`config.mk`:
```
export PLATFORM = sky130hd
export DESIGN_NAME = circular_buffer_deque
export DESIGN_NICKNAME = d
export VERILOG_FILES = /design/src/rtl/core/cbd_pkg.sv /design/src/rtl/core/cbd_ctrl.sv /design/src/rtl/core/cbd_datapath.sv /design/src/rtl/core/circular_buffer_deque.sv
export VERILOG_INCLUDE_DIRS = /design/src /design/src/rtl/core
export SDC_FILE = /design/constraint.sdc
export NUM_CORES = 1
export LEC_CHECK = 0
export BUFFER_PORTS_ARGS = -buffer_cell sky130_fd_sc_hd__buf_2
export CORE_ASPECT_RATIO = 2
export CORE_MARGIN = 4
export CORE_UTILIZATION = 66
export CTS_CLUSTER_DIAMETER = 150
export DETAILED_ROUTE_END_ITERATION = 8
export HOLD_SLACK_MARGIN = 0.12
export PLACE_DENSITY = 0.81
export SETUP_SLACK_MARGIN = 0.2
export SLEW_MARGIN = 10
export SYNTH_ARGS = -nofsm -noshare
export SYNTH_HDL_FRONTEND = slang
export SYNTH_HIERARCHICAL = 1
export SYNTH_SLANG_ARGS = --single-unit
```
`constraint.sdc`:
```
create_clock -name clk -period 13.4 [get_ports clk]
set_input_delay 2.01 -clock clk [delete_from_list [all_inputs] [get_ports clk]]
set_output_delay 2.01 -clock clk [all_outputs]
set_load 0.1 [all_outputs]
```
`src/rtl/core/circular_buffer_deque_defines.svh`:
```
// Assertion macros for the circular buffer deque.
`ifndef CIRCULAR_BUFFER_DEQUE_DEFINES_SVH
`define CIRCULAR_BUFFER_DEQUE_DEFINES_SVH

// same-cycle implication, sampled on clk, off during reset
`define CBD_ASSERT_NOW(lbl, ante, cons) \
lbl: assert property (@(posedge clk) disable iff (!arst_n) (ante) |-> (cons)) \
	else $error("cbd: same-cycle check failed");

// next-cycle implication, sampled on clk, off during reset
`define CBD_ASSERT_NEXT(lbl, ante, cons) \
lbl: assert property (@(posedge clk) disable iff (!arst_n) (ante) |=> (cons)) \
	else $error("cbd: next-cycle check failed");

`endif

```
`src/rtl/core/cbd_pkg.sv`:
```
// Shared types and constants for the circular buffer deque.
package cbd_pkg;

	localparam int DEF_MAX_DEPTH = 16;
	localparam int DEF_WORD_BITS = 32;
	localparam int VALUE_BITS    = 32;
	localparam int CAP_BITS      = 5;
	localparam int CAP_RESET     = 16;
	localparam int ACTION_BITS   = 3;

	localparam logic [ACTION_BITS-1:0] ACT_PUSH_BACK  = 3'd0;
	localparam logic [ACTION_BITS-1:0] ACT_PUSH_FRONT = 3'd1;
	localparam logic [ACTION_BITS-1:0] ACT_POP_BACK   = 3'd2;
	localparam logic [ACTION_BITS-1:0] ACT_POP_FRONT  = 3'd3;
	localparam logic [ACTION_BITS-1:0] ACT_PEEK_BACK  = 3'd4;
	localparam logic [ACTION_BITS-1:0] ACT_PEEK_FRONT = 3'd5;
	localparam logic [ACTION_BITS-1:0] ACT_QUERY      = 3'd6;

	typedef struct packed {
		logic [ACTION_BITS-1:0]       action;
		logic signed [VALUE_BITS-1:0] push_value;
	} in_beat_t;

	typedef struct packed {
		logic                         success;
		logic signed [VALUE_BITS-1:0] read_value;
		logic                         now_empty;
	} out_beat_t;

	typedef struct packed {
		logic exec;
		logic load;
	} cmd_t;

endpackage

```
`src/rtl/core/cbd_ctrl.sv`:
```
// Controller state machine: input acceptance, result load and output valid.
module cbd_ctrl (
	input  logic          clk,
	input  logic          arst_n,
	input  logic          in_valid,
	output logic          in_ready,
	output logic          out_valid,
	input  logic          out_ready,
	output cbd_pkg::cmd_t cmd
);

	typedef enum logic [0:0] {
		ST_IDLE,
		ST_EXEC
	} state_t;

	state_t state_q;
	logic   out_valid_q;

	assign in_ready  = (state_q == ST_IDLE);
	assign out_valid = out_valid_q;
	assign cmd.exec  = in_valid && (state_q == ST_IDLE);
	assign cmd.load  = (state_q == ST_EXEC) && (!out_valid_q || out_ready);

	always_ff @(posedge clk or negedge arst_n) begin
		if (!arst_n) begin
			state_q     <= ST_IDLE;
			out_valid_q <= 1'b0;
		end else begin
			case (state_q)
				ST_IDLE: begin
					if (cmd.exec) begin
						state_q <= ST_EXEC;
					end
				end
				ST_EXEC: begin
					if (cmd.load) begin
						state_q <= ST_IDLE;
					end
				end
				default: begin
					state_q <= ST_IDLE;
				end
			endcase
			if (cmd.load) begin
				out_valid_q <= 1'b1;
			end else if (out_ready) begin
				out_valid_q <= 1'b0;
			end
		end
	end

endmodule

```
`src/rtl/core/cbd_datapath.sv`:
```
// Datapath: ring store, front and back pointers, entry count and result register.
module cbd_datapath #(
	parameter int MAX_DEPTH = cbd_pkg::DEF_MAX_DEPTH,
	parameter int WORD_BITS = cbd_pkg::DEF_WORD_BITS
) (
	input  logic                          clk,
	input  logic                          arst_n,
	input  cbd_pkg::cmd_t                 cmd,
	input  cbd_pkg::in_beat_t             in_data,
	input  logic                          cfg_wr_en,
	input  logic [cbd_pkg::CAP_BITS-1:0]  cfg_wr_data,
	output cbd_pkg::out_beat_t            out_data
);

	localparam int PTR_W = (MAX_DEPTH > 1) ? $clog2(MAX_DEPTH) : 1;
	localparam int CNT_W = PTR_W + 1;
	localparam int CW    = (CNT_W > cbd_pkg::CAP_BITS) ? CNT_W : cbd_pkg::CAP_BITS;
	localparam int VB    = cbd_pkg::VALUE_BITS;
	localparam int RESET_CAP = (cbd_pkg::CAP_RESET > MAX_DEPTH) ?
		MAX_DEPTH : cbd_pkg::CAP_RESET;
	localparam logic [WORD_BITS-1:0] WORD_ONES = '1;

	logic [WORD_BITS-1:0] mem [MAX_DEPTH];

	logic [CW-1:0]    cap_q;
	logic [PTR_W-1:0] front_q;
	logic [PTR_W-1:0] back_q;
	logic [CNT_W-1:0] cnt_q;

	logic [WORD_BITS-1:0] rdata_s1;
	logic                 ok_s1;
	logic                 fail_s1;
	logic                 hit_s1;
	logic                 empty_s1;
	cbd_pkg::out_beat_t   out_q;

	logic [cbd_pkg::ACTION_BITS-1:0] act;
	logic [WORD_BITS-1:0] word;
	logic                 full;
	logic                 empty;
	logic [PTR_W-1:0]     back_inc;
	logic [PTR_W-1:0]     back_dec;
	logic [PTR_W-1:0]     front_inc;
	logic [PTR_W-1:0]     front_dec;
	logic [PTR_W-1:0]     back_n;
	logic [PTR_W-1:0]     front_n;
	logic [CNT_W-1:0]     cnt_n;
	logic                 wr_en;
	logic [PTR_W-1:0]     wr_addr;
	logic                 rd_en;
	logic [PTR_W-1:0]     rd_addr;
	logic                 ok;
	logic                 fail;
	logic [CW-1:0]        cfg_ext;
	logic [CW-1:0]        cap_wr;

	always_comb begin
		cfg_ext = CW'(cfg_wr_data);
		if (cfg_ext == '0) begin
			cap_wr = CW'(1);
		end else if (cfg_ext > CW'(MAX_DEPTH)) begin
			cap_wr = CW'(MAX_DEPTH);
		end else begin
			cap_wr = cfg_ext;
		end
	end

	always_comb begin
		act   = in_data.action;
		word  = WORD_BITS'($unsigned(in_data.push_value));
		full  = CW'(cnt_q) >= cap_q;
		empty = (cnt_q == '0);

		back_inc  = (CW'(back_q) + CW'(1) >= cap_q) ? '0 : back_q + PTR_W'(1);
		front_inc = (CW'(front_q) + CW'(1) >= cap_q) ? '0 : front_q + PTR_W'(1);
		back_dec  = (back_q == '0 || CW'(back_q) >= cap_q) ?
			PTR_W'(cap_q - CW'(1)) : back_q - PTR_W'(1);
		front_dec = (front_q == '0 || CW'(front_q) >= cap_q) ?
			PTR_W'(cap_q - CW'(1)) : front_q - PTR_W'(1);

		back_n  = back_q;
		front_n = front_q;
		cnt_n   = cnt_q;
		wr_en   = 1'b0;
		wr_addr = back_q;
		rd_en   = 1'b0;
		rd_addr = back_dec;
		ok      = 1'b0;
		fail    = 1'b0;

		case (act)
			cbd_pkg::ACT_PUSH_BACK: begin
				if (!full) begin
					wr_en   = 1'b1;
					wr_addr = back_q;
					back_n  = back_inc;
					cnt_n   = cnt_q + CNT_W'(1);
					ok      = 1'b1;
				end
			end
			cbd_pkg::ACT_PUSH_FRONT: begin
				if (!full) begin
					wr_en   = 1'b1;
					wr_addr = front_q;
					front_n = front_dec;
					cnt_n   = cnt_q + CNT_W'(1);
					ok      = 1'b1;
				end
			end
			cbd_pkg::ACT_POP_BACK, cbd_pkg::ACT_PEEK_BACK: begin
				if (empty) begin
					fail = 1'b1;
				end else begin
					rd_en   = 1'b1;
					rd_addr = back_dec;
					ok      = 1'b1;
					if (act == cbd_pkg::ACT_POP_BACK) begin
						back_n = back_dec;
						cnt_n  = cnt_q - CNT_W'(1);
					end
				end
			end
			cbd_pkg::ACT_POP_FRONT, cbd_pkg::ACT_PEEK_FRONT: begin
				if (empty) begin
					fail = 1'b1;
				end else begin
					rd_en   = 1'b1;
					rd_addr = front_inc;
					ok      = 1'b1;
					if (act == cbd_pkg::ACT_POP_FRONT) begin
						front_n = front_inc;
						cnt_n   = cnt_q - CNT_W'(1);
					end
				end
			end
			cbd_pkg::ACT_QUERY: begin
				ok = 1'b1;
			end
			default: begin
				ok = 1'b0;
			end
		endcase
	end

	always_ff @(posedge clk or negedge arst_n) begin
		if (!arst_n) begin
			cap_q   <= CW'(RESET_CAP);
			front_q <= PTR_W'(RESET_CAP - 1);
			back_q  <= '0;
			cnt_q   <= '0;
		end else if (cfg_wr_en) begin
			cap_q   <= cap_wr;
			front_q <= PTR_W'(cap_wr - CW'(1));
			back_q  <= '0;
			cnt_q   <= '0;
		end else if (cmd.exec) begin
			front_q <= front_n;
			back_q  <= back_n;
			cnt_q   <= cnt_n;
		end
	end

	always_ff @(posedge clk) begin
		if (cmd.exec) begin
			if (wr_en) begin
				mem[wr_addr] <= word;
			end
			if (rd_en) begin
				rdata_s1 <= mem[rd_addr];
			end
			ok_s1    <= ok;
			fail_s1  <= fail;
			hit_s1   <= rd_en;
			empty_s1 <= (cnt_n == '0);
		end
		if (cmd.load) begin
			out_q.success   <= ok_s1;
			out_q.now_empty <= empty_s1;
			if (hit_s1) begin
				out_q.read_value <= VB'(rdata_s1);
			end else if (fail_s1) begin
				out_q.read_value <= VB'(WORD_ONES);
			end else begin
				out_q.read_value <= '0;
			end
		end
	end

	assign out_data = out_q;

endmodule

```
`src/rtl/core/circular_buffer_deque.sv`:
```
// Top level of the circular buffer deque: controller, datapath and checks.
//
//   channel  direction  handshake            payload
//   in       to block   in_valid / in_ready  in_data  (action, push_value)
//   out      from block out_valid / out_ready out_data (success, read_value, now_empty)
//   cfg      to block   cfg_wr_en            cfg_wr_data (capacity)
//
// For each item, the accept cycle updates pointers and count and issues the
// store access; the ST_EXEC state then loads the registered read word into
// the output register once the output can take it.
// A new beat is taken while an earlier result waits at the output.
// Reset empties the deque at capacity min(16, MAX_DEPTH); store contents undefined.
// A stalled output holds the result in its register and pauses the next item.
`include "circular_buffer_deque_defines.svh"

module circular_buffer_deque #(
	parameter int MAX_DEPTH = cbd_pkg::DEF_MAX_DEPTH,
	parameter int WORD_BITS = cbd_pkg::DEF_WORD_BITS
) (
	input  logic                         clk,
	input  logic                         arst_n,
	input  logic                         in_valid,
	output logic                         in_ready,
	input  cbd_pkg::in_beat_t            in_data,
	output logic                         out_valid,
	input  logic                         out_ready,
	output cbd_pkg::out_beat_t           out_data,
	input  logic                         cfg_wr_en,
	input  logic [cbd_pkg::CAP_BITS-1:0] cfg_wr_data
);

	localparam int VB = cbd_pkg::VALUE_BITS;
	localparam logic [WORD_BITS-1:0] WORD_ONES = '1;
	localparam logic [VB-1:0] FAIL_VALUE = VB'(WORD_ONES);

	cbd_pkg::cmd_t cmd;

	cbd_ctrl u_ctrl (
		.clk       (clk),
		.arst_n    (arst_n),
		.in_valid  (in_valid),
		.in_ready  (in_ready),
		.out_valid (out_valid),
		.out_ready (out_ready),
		.cmd       (cmd)
	);

	cbd_datapath #(
		.MAX_DEPTH (MAX_DEPTH),
		.WORD_BITS (WORD_BITS)
	) u_datapath (
		.clk         (clk),
		.arst_n      (arst_n),
		.cmd         (cmd),
		.in_data     (in_data),
		.cfg_wr_en   (cfg_wr_en),
		.cfg_wr_data (cfg_wr_data),
		.out_data    (out_data)
	);

	`CBD_ASSERT_NEXT(a_one_in_flight, in_valid && in_ready, !in_ready)
	`CBD_ASSERT_NEXT(a_load_shows, cmd.load, out_valid)
	`CBD_ASSERT_NOW(a_fail_value, out_valid && !out_data.success, out_data.read_value == FAIL_VALUE || out_data.read_value == '0)

endmodule
```
Word-level counts from Yosys, hierarchy flattened
Memory sizes are Yosys's and may differ from the RTL's. A register that Yosys moved wholly into a read port is not among the register bits.
Index checks and enable logic that the tools add are counted.
{ "op_classes": {"bitwise": 1, "mul": 0, "shift": 0, "eq_ne": 12, "n_addsub": 10, "n_reduce_logical": 23, "n_lt_le_gt_ge": 6, "div_mod_pow": 0, "mux": 46} }
{ "op_table": {"columns": ["op", "count"], "rows": [
  ["$mux 4", 18],
  ["$mux 32", 2],
  ["$mux 5", 9],
  ["$pmux 4 s2", 2],
  ["$sub 4x1->4 const B", 4],
  ["$ge 5x5->1", 3],
  ["$logic_not 5->1", 3],
  ["$pmux 5 s3", 1],
  ["$mux 1", 12],
  ["$ne 3x3->1 const B", 4],
  ["$add 4x1->5 const B", 2],
  ["$ge 4x5->1", 2],
  ["$reduce_and 5->1", 2],
  ["$eq 3x3->1 const B", 3],
  ["$add 4x1->4 const B", 2],
  ["$logic_not 4->1", 2],
  ["$eq 3x2->1 const B", 2],
  ["$ne 3x2->1 const B", 2],
  ["$reduce_bool 3->1", 2],
  ["$reduce_or 2->1", 3],
  ["$add 5x1->5 const B", 1],
  ["$gt 5x5->1 const B", 1],
  ["$sub 5x1->5 const B", 1],
  ["$reduce_bool 2->1", 2],
  ["10 further kinds", 13]
]} }
{ "totals": {"output_inout_bits": 36, "mem_bits_ro": 0, "word_cells": 112, "mem_bits_rw": 512, "in_bits": 45, "n_memories": 1, "ff_bits": 58, "latch_bits": 0} }
{ "memory_table": {"columns": ["memory", "depth", "word_bits", "read_ports", "rd_ports_with_merged_regs", "write_ports", "line_no", "rtl"], "rows": [
  ["u_datapath.mem", 16, 32, 1, 1, 1, "cbd_datapath.sv:23", "logic [WORD_BITS-1:0] mem [MAX_DEPTH];"]
]} }

Depth between registers and ports, before layout
{ "depth": {"ltp_word": 8, "mapped_depth": 16, "mapped_depth_nobuf": 11} }

Cells and area by module
The synthesis kept the hierarchy.
{ "modules_own_cells": {"columns": ["mod", "area_each_um2", "seq_area_each_um2", "instances", "cells_per_inst"], "rows": [
  ["cbd_datapath", 24882.6, 17933.4, 1, 1883],
  ["cbd_ctrl", 93.8, 50.0, 1, 8]
]} }

Worst setup path before layout
No wires, ideal clock.
{ "synth_path": {"path_type": "input port to flip-flop", "start": "input port in_data[33] in the netlist's numbering", "end": "memory u_datapath/mem[11][0] in the netlist's numbering, enable pin", "t_arrival_ps": 4473, "path_stages": 6, "path_buffers": 2, "setup_ps": 421, "setup_slack_ps": 8505, "cell_sequence": "clkbuf_1 -> nor2_1 -> and3_1 -> clkbuf_1 -> mux2_2 -> nor2_1"} }
{ "synth_between": {"elab_chain_cells": 6, "elab_cells_between_ends": 8} }
{ "synth_rtl": {"columns": ["item", "line_no", "rtl"], "rows": [
  ["start, declared", "circular_buffer_deque.sv:24", "input cbd_pkg::in_beat_t in_data,"],
  ["$eq 3x1->1 / $logic_not 3->1 (equally long branches)", "cbd_datapath.sv:91", "case (act)"],
  ["$reduce_or 2->1 (no source line)", null, null],
  ["$mux 1", null, null],
  ["$mux 1", "cbd_datapath.sv:165", "if (wr_en) begin"],
  ["$mux 1", "cbd_datapath.sv:164", "if (cmd.exec) begin"],
  ["$mux 1 (implied by the code)", "cbd_datapath.sv:166", "mem[wr_addr] <= word;"],
  ["end, declared", "cbd_datapath.sv:23", null]
]} }
Several ways; a longest one is shown, not always the timed one.

Final worst setup path
{ "layout_path": {"start": "input port in_data[33] in the netlist's numbering", "end": "register u_datapath.rdata_s1[27] (read register of u_datapath.mem), data pin"} }
{ "layout_between": {"elab_chain_cells": 4, "elab_cells_between_ends": 9} }
{ "layout_rtl": {"columns": ["item", "line_no", "rtl"], "rows": [
  ["$eq 3x3->1 / $eq 3x2->1 (equally long branches)", "cbd_datapath.sv:91", null],
  ["$reduce_or 4->1 (no source line)", null, null],
  ["$mux 1", null, null],
  ["$reduce_and 2->1 (no source line)", null, null],
  ["end, declared", "cbd_datapath.sv:30", "logic [WORD_BITS-1:0] rdata_s1;"]
]} }
Several ways; a longest one is shown, not always the timed one.
A chain may end at the register's enable or synchronous reset.

==> metrics.csv <==
stage,metric,value,unit
run_status,run status,"complete, no violations",
floorplanning,Starting Density,67.0,%
routing,wire per inst,25.0,um
cts,Hold Buf Count CTS,0,
yosys,"count leader, synth",edfxtp_1,
floorplanning,die width,146,um
yosys,"EDFF count, synth",582,
setup_path,crit-path cells,"buf_2, xor2_1, nand3_1, o211ai_1, and2_4, buf_4, a31oi_1, a32o_1, a311o_1",
timing,setup TNS,0,ns
place,GP Congestion,0.891,
routing,First-pass DRT Iterations,7,
min_path,Tightest Hold Check Type,reg -> reg,
cts,CTS tree,done,
setup_path,WP depth,9,
timing,Max Clk Rate,180,MHz
cts,post-cts resize count,0,
setup_path,"slowest stage delay, CP",0.97,ns
yosys,synth unique cells,62,
timing,Final Max Slew Viols,0,
setup_path,worst setup path endpoint,u_datapath/rdata_s1[27],
setup_path,Crit Path Class,in -> reg,
global_route,GR Overflow Total,0,
yosys,ys flop type,edfxtp_1,
yosys,Yosys top cell area share,70.0,%
global_route,largest net degree at the start of global routing,95,
timing,Final min period,5.57,ns
yosys,synth top area cells,"edfxtp_1 (70%), nand2_1 (7.5%), nand3_1 (3.2%), mux2i_1 (1.8%), ha_1 (1.6%)",
floorplanning,std cell rows,100,
setup_path,Critical-path top delay cell,and2_4,
flow_run,MaxCap Viol Count,0,
cts,CTS buffer count,49,
cts,CTS max path bufs,3,
setup_path,Worst EP required,13.72,ns
floorplanning,die height,283,um
yosys,Seq cells post-synth,602,
pwr,leakage power,9.64,nW
setup_path,FF-to-FF setup slack,8.28,ns
timing,final setup fails,0,
yosys,largest area contributor in the netlist,edfxtp_1,
place,DP HPWL,31.6,mm
place,Place WS,7.43,ns
cts,"Clk Latency, worst-skew pair",0.58,ns
setup_path,WP data arrival,5.89,ns
routing,Post-Route WL,60.7,mm
routing,DR DRC count,0,
yosys,Synth async-reset ratio,3.32,%
global_route,initial antenna violation count,2,
timing,RSZ-0062 raised after global routing,no,
routing,Routed Antenna Nets,0,
global_route,Overall Global Routing Usage,29.0,%
timing,setup ws final,7.83,ns
floorplanning,Die ar.,0.0412,mm2
cts,post-CTS setup buffers,0,
cts,Root Buffer,clkbuf_16,
final_layout,share of cells above drive strength 1,11.6,%
cts,CTS H-Tree Depth,2,
yosys,syn_nets,1967,
timing,Clock Skew,0.0170,ns
yosys,synthesized instance count,1891,
yosys,Mapped Avg Cell Area,13.2,um2
final_layout,Final nets,2005,
cts,Worst-path clk slew,0.07,ns
floorplanning,Core Region,0.0373,mm2
timing,Worst Tran Pin Value,1.35,ns
timing,"Hold Vio Cnt, Final",0,
global_route,first-pass GRT wire length,91.7,mm
place,PortBufs,80,
setup_path,Reg2Reg Capture Point,u_datapath/rdata_s1[27],
pwr,Pwr Density,198,mW/mm2
yosys,synth cell count leaders,"edfxtp_1 (582), nand2_1 (502), nand3_1 (161), clkbuf_1 (65), a21oi_1 (64)",
routing,drt via density,6.68,
setup_path,Critical Path Start Type,input port,
timing,Final period util,41.5,%
setup_path,crit path launch,in_data[33],
global_route,vias in the first global route,16200,
cts,Clock Sinks,602,
floorplanning,I/O pin cnt,81,
yosys,yosys warns,6,
setup_path,sum of buffers and inverters on the critical path,2,
setup_path,Crit. End Element,register,
yosys,Post-Syn Area,0.0250,mm2
routing,Iter 0 DRT Violations,1773,
pwr,maximum vdd drop,0.158,mV
setup_path,Reg2Reg Depth,13,
yosys,sequential fraction of the synthesis area,72.0,%
final_layout,Syn-to-layout area delta,9.50,%
setup_path,crit-path max FO,94,
timing,Relative slew margins,9.94,%
setup_path,reg2reg start,u_datapath/front_q[1],
setup_path,CP top delay family,simple AND/OR/NAND/NOR gates,
routing,total number of vias,16200,
[flip-flops by register name (all words and copies together), names as in the netlist, 4 cells and up]
name,cells
u_datapath/back_q,4
u_datapath/cap_q,5
u_datapath/cnt_q,5
u_datapath/front_q,4
u_datapath/mem,512
u_datapath/out_data,34
u_datapath/rdata_s1,32
[worst register-to-register path, cell delays in order, from the launching register on]
cell and delay (ns):
dfstp_2 0.67, ha_1 0.27, xor2_1 0.38, ha_1 0.33, a21o_1 0.18, a31oi_1 0.21, o21ai_0 0.29, o22ai_4 0.24
buf_4 0.75, buf_4 0.92, nand2_1 0.18, a31oi_1 0.26, a32o_1 0.16, a311o_1 0.15
[per-layer routing]
metal	vias to the layer above	wire length, um	share of wire (%)	GRT usage (%)
met5	-	14	0.023	0
met4	2	3090	5.1	14.8
met3	227	5180	8.5	3.47
met2	905	31300	51	50.5
met1	8006	21200	35	35.8
li1	7102	-	-	-
[power breakdown]
part	switching (mW)	internal (mW)	leakage, nW
Combinational	1.23	0.547	3.35
Sequential	0.0372	2.17	5.51
Clock	0.638	0.797	0.782
[stage by stage]
stage	std cells	util (%)	hold slack, ns	power (mW)	cell area, um2
6_report	2430	73.3	0.422	5.42	27300
3_3_place_gp	2337	69.0	0.406	3.91	25700
5_1_grt	2429	73.3	0.433	5.65	27300
4_1_cts	2428	73.3	0.422	5.41	27300
2_1_floorplan	1891	-	0.400	3.56	25000
3_5_place_dp	2337	69.0	0.405	3.98	25700
[worst min path at each step]
stage | from | endpoint | slack [ns] | cells after the start
floorplan | u_datapath/empty_s1 | u_datapath/out_data[0] | 0.40 | 0
CTS | u_datapath/ok_s1 | u_datapath/out_data[33] | 0.42 | 0
finish | u_datapath/ok_s1 | u_datapath/out_data[33] | 0.42 | 0
detailed placement | u_datapath/ok_s1 | u_datapath/out_data[33] | 0.41 | 0
global route | u_datapath/ok_s1 | u_datapath/out_data[33] | 0.43 | 0
global placement | u_datapath/ok_s1 | u_datapath/out_data[33] | 0.41 | 0
[cell usage in the layout (no fill, tap or decap), drive strengths merged, types with 4 or more instances in the layout]
| cell type | n |
|---|---|
| dfstp | 5 |
| a31oi | 38 |
| nand2b | 8 |
| and2 | 4 |
| o31ai | 6 |
| edfxtp | 582 |
| a311o | 25 |
| nor3 | 10 |
| a221oi | 34 |
| o21ai | 22 |
| xor2 | 5 |
| a211o | 8 |
| inv | 24 |
| nand4 | 4 |
| clkbuf | 61 |
| o21a | 7 |
| a32o | 33 |
| buf | 109 |
| dfrtp | 15 |
| nand3 | 161 |
| clkinvlp | 5 |
| a21o | 8 |
| or3 | 4 |
| nor2 | 58 |
| bufinv | 5 |
| mux2i | 45 |
| nand2 | 502 |
| ha | 31 |
| mux2 | 4 |
| a21oi | 64 |
| and3 | 5 |
| xnor2 | 11 |
| a211oi | 6 |
| clkinv | 18 |
| nor2b | 5 |
[kinds of logic after synthesis]
logic type / share of synthesized area [%]
buffers and inverters: 2.74
multiplexers: 1.98
flip-flops: 72.0
AO/OA/AOI/OAI: 8.15
XOR/XNOR: 0.561
AND/OR/NAND/NOR: 13.0
adder cells (fa/ha/maj): 1.55
[layout make-up]
class                   instances  area [um2]
diodes                          2        5.00
inverters                      22        82.6
clock inverters                30         294
repair buffers                109         618
multi-input cells            1145        6480
fillers                      2313        9940
flip-flops and latches        602       18000
clock buffers                  61        1310
well taps                     459         574
(Power assumes the default switching activity.)
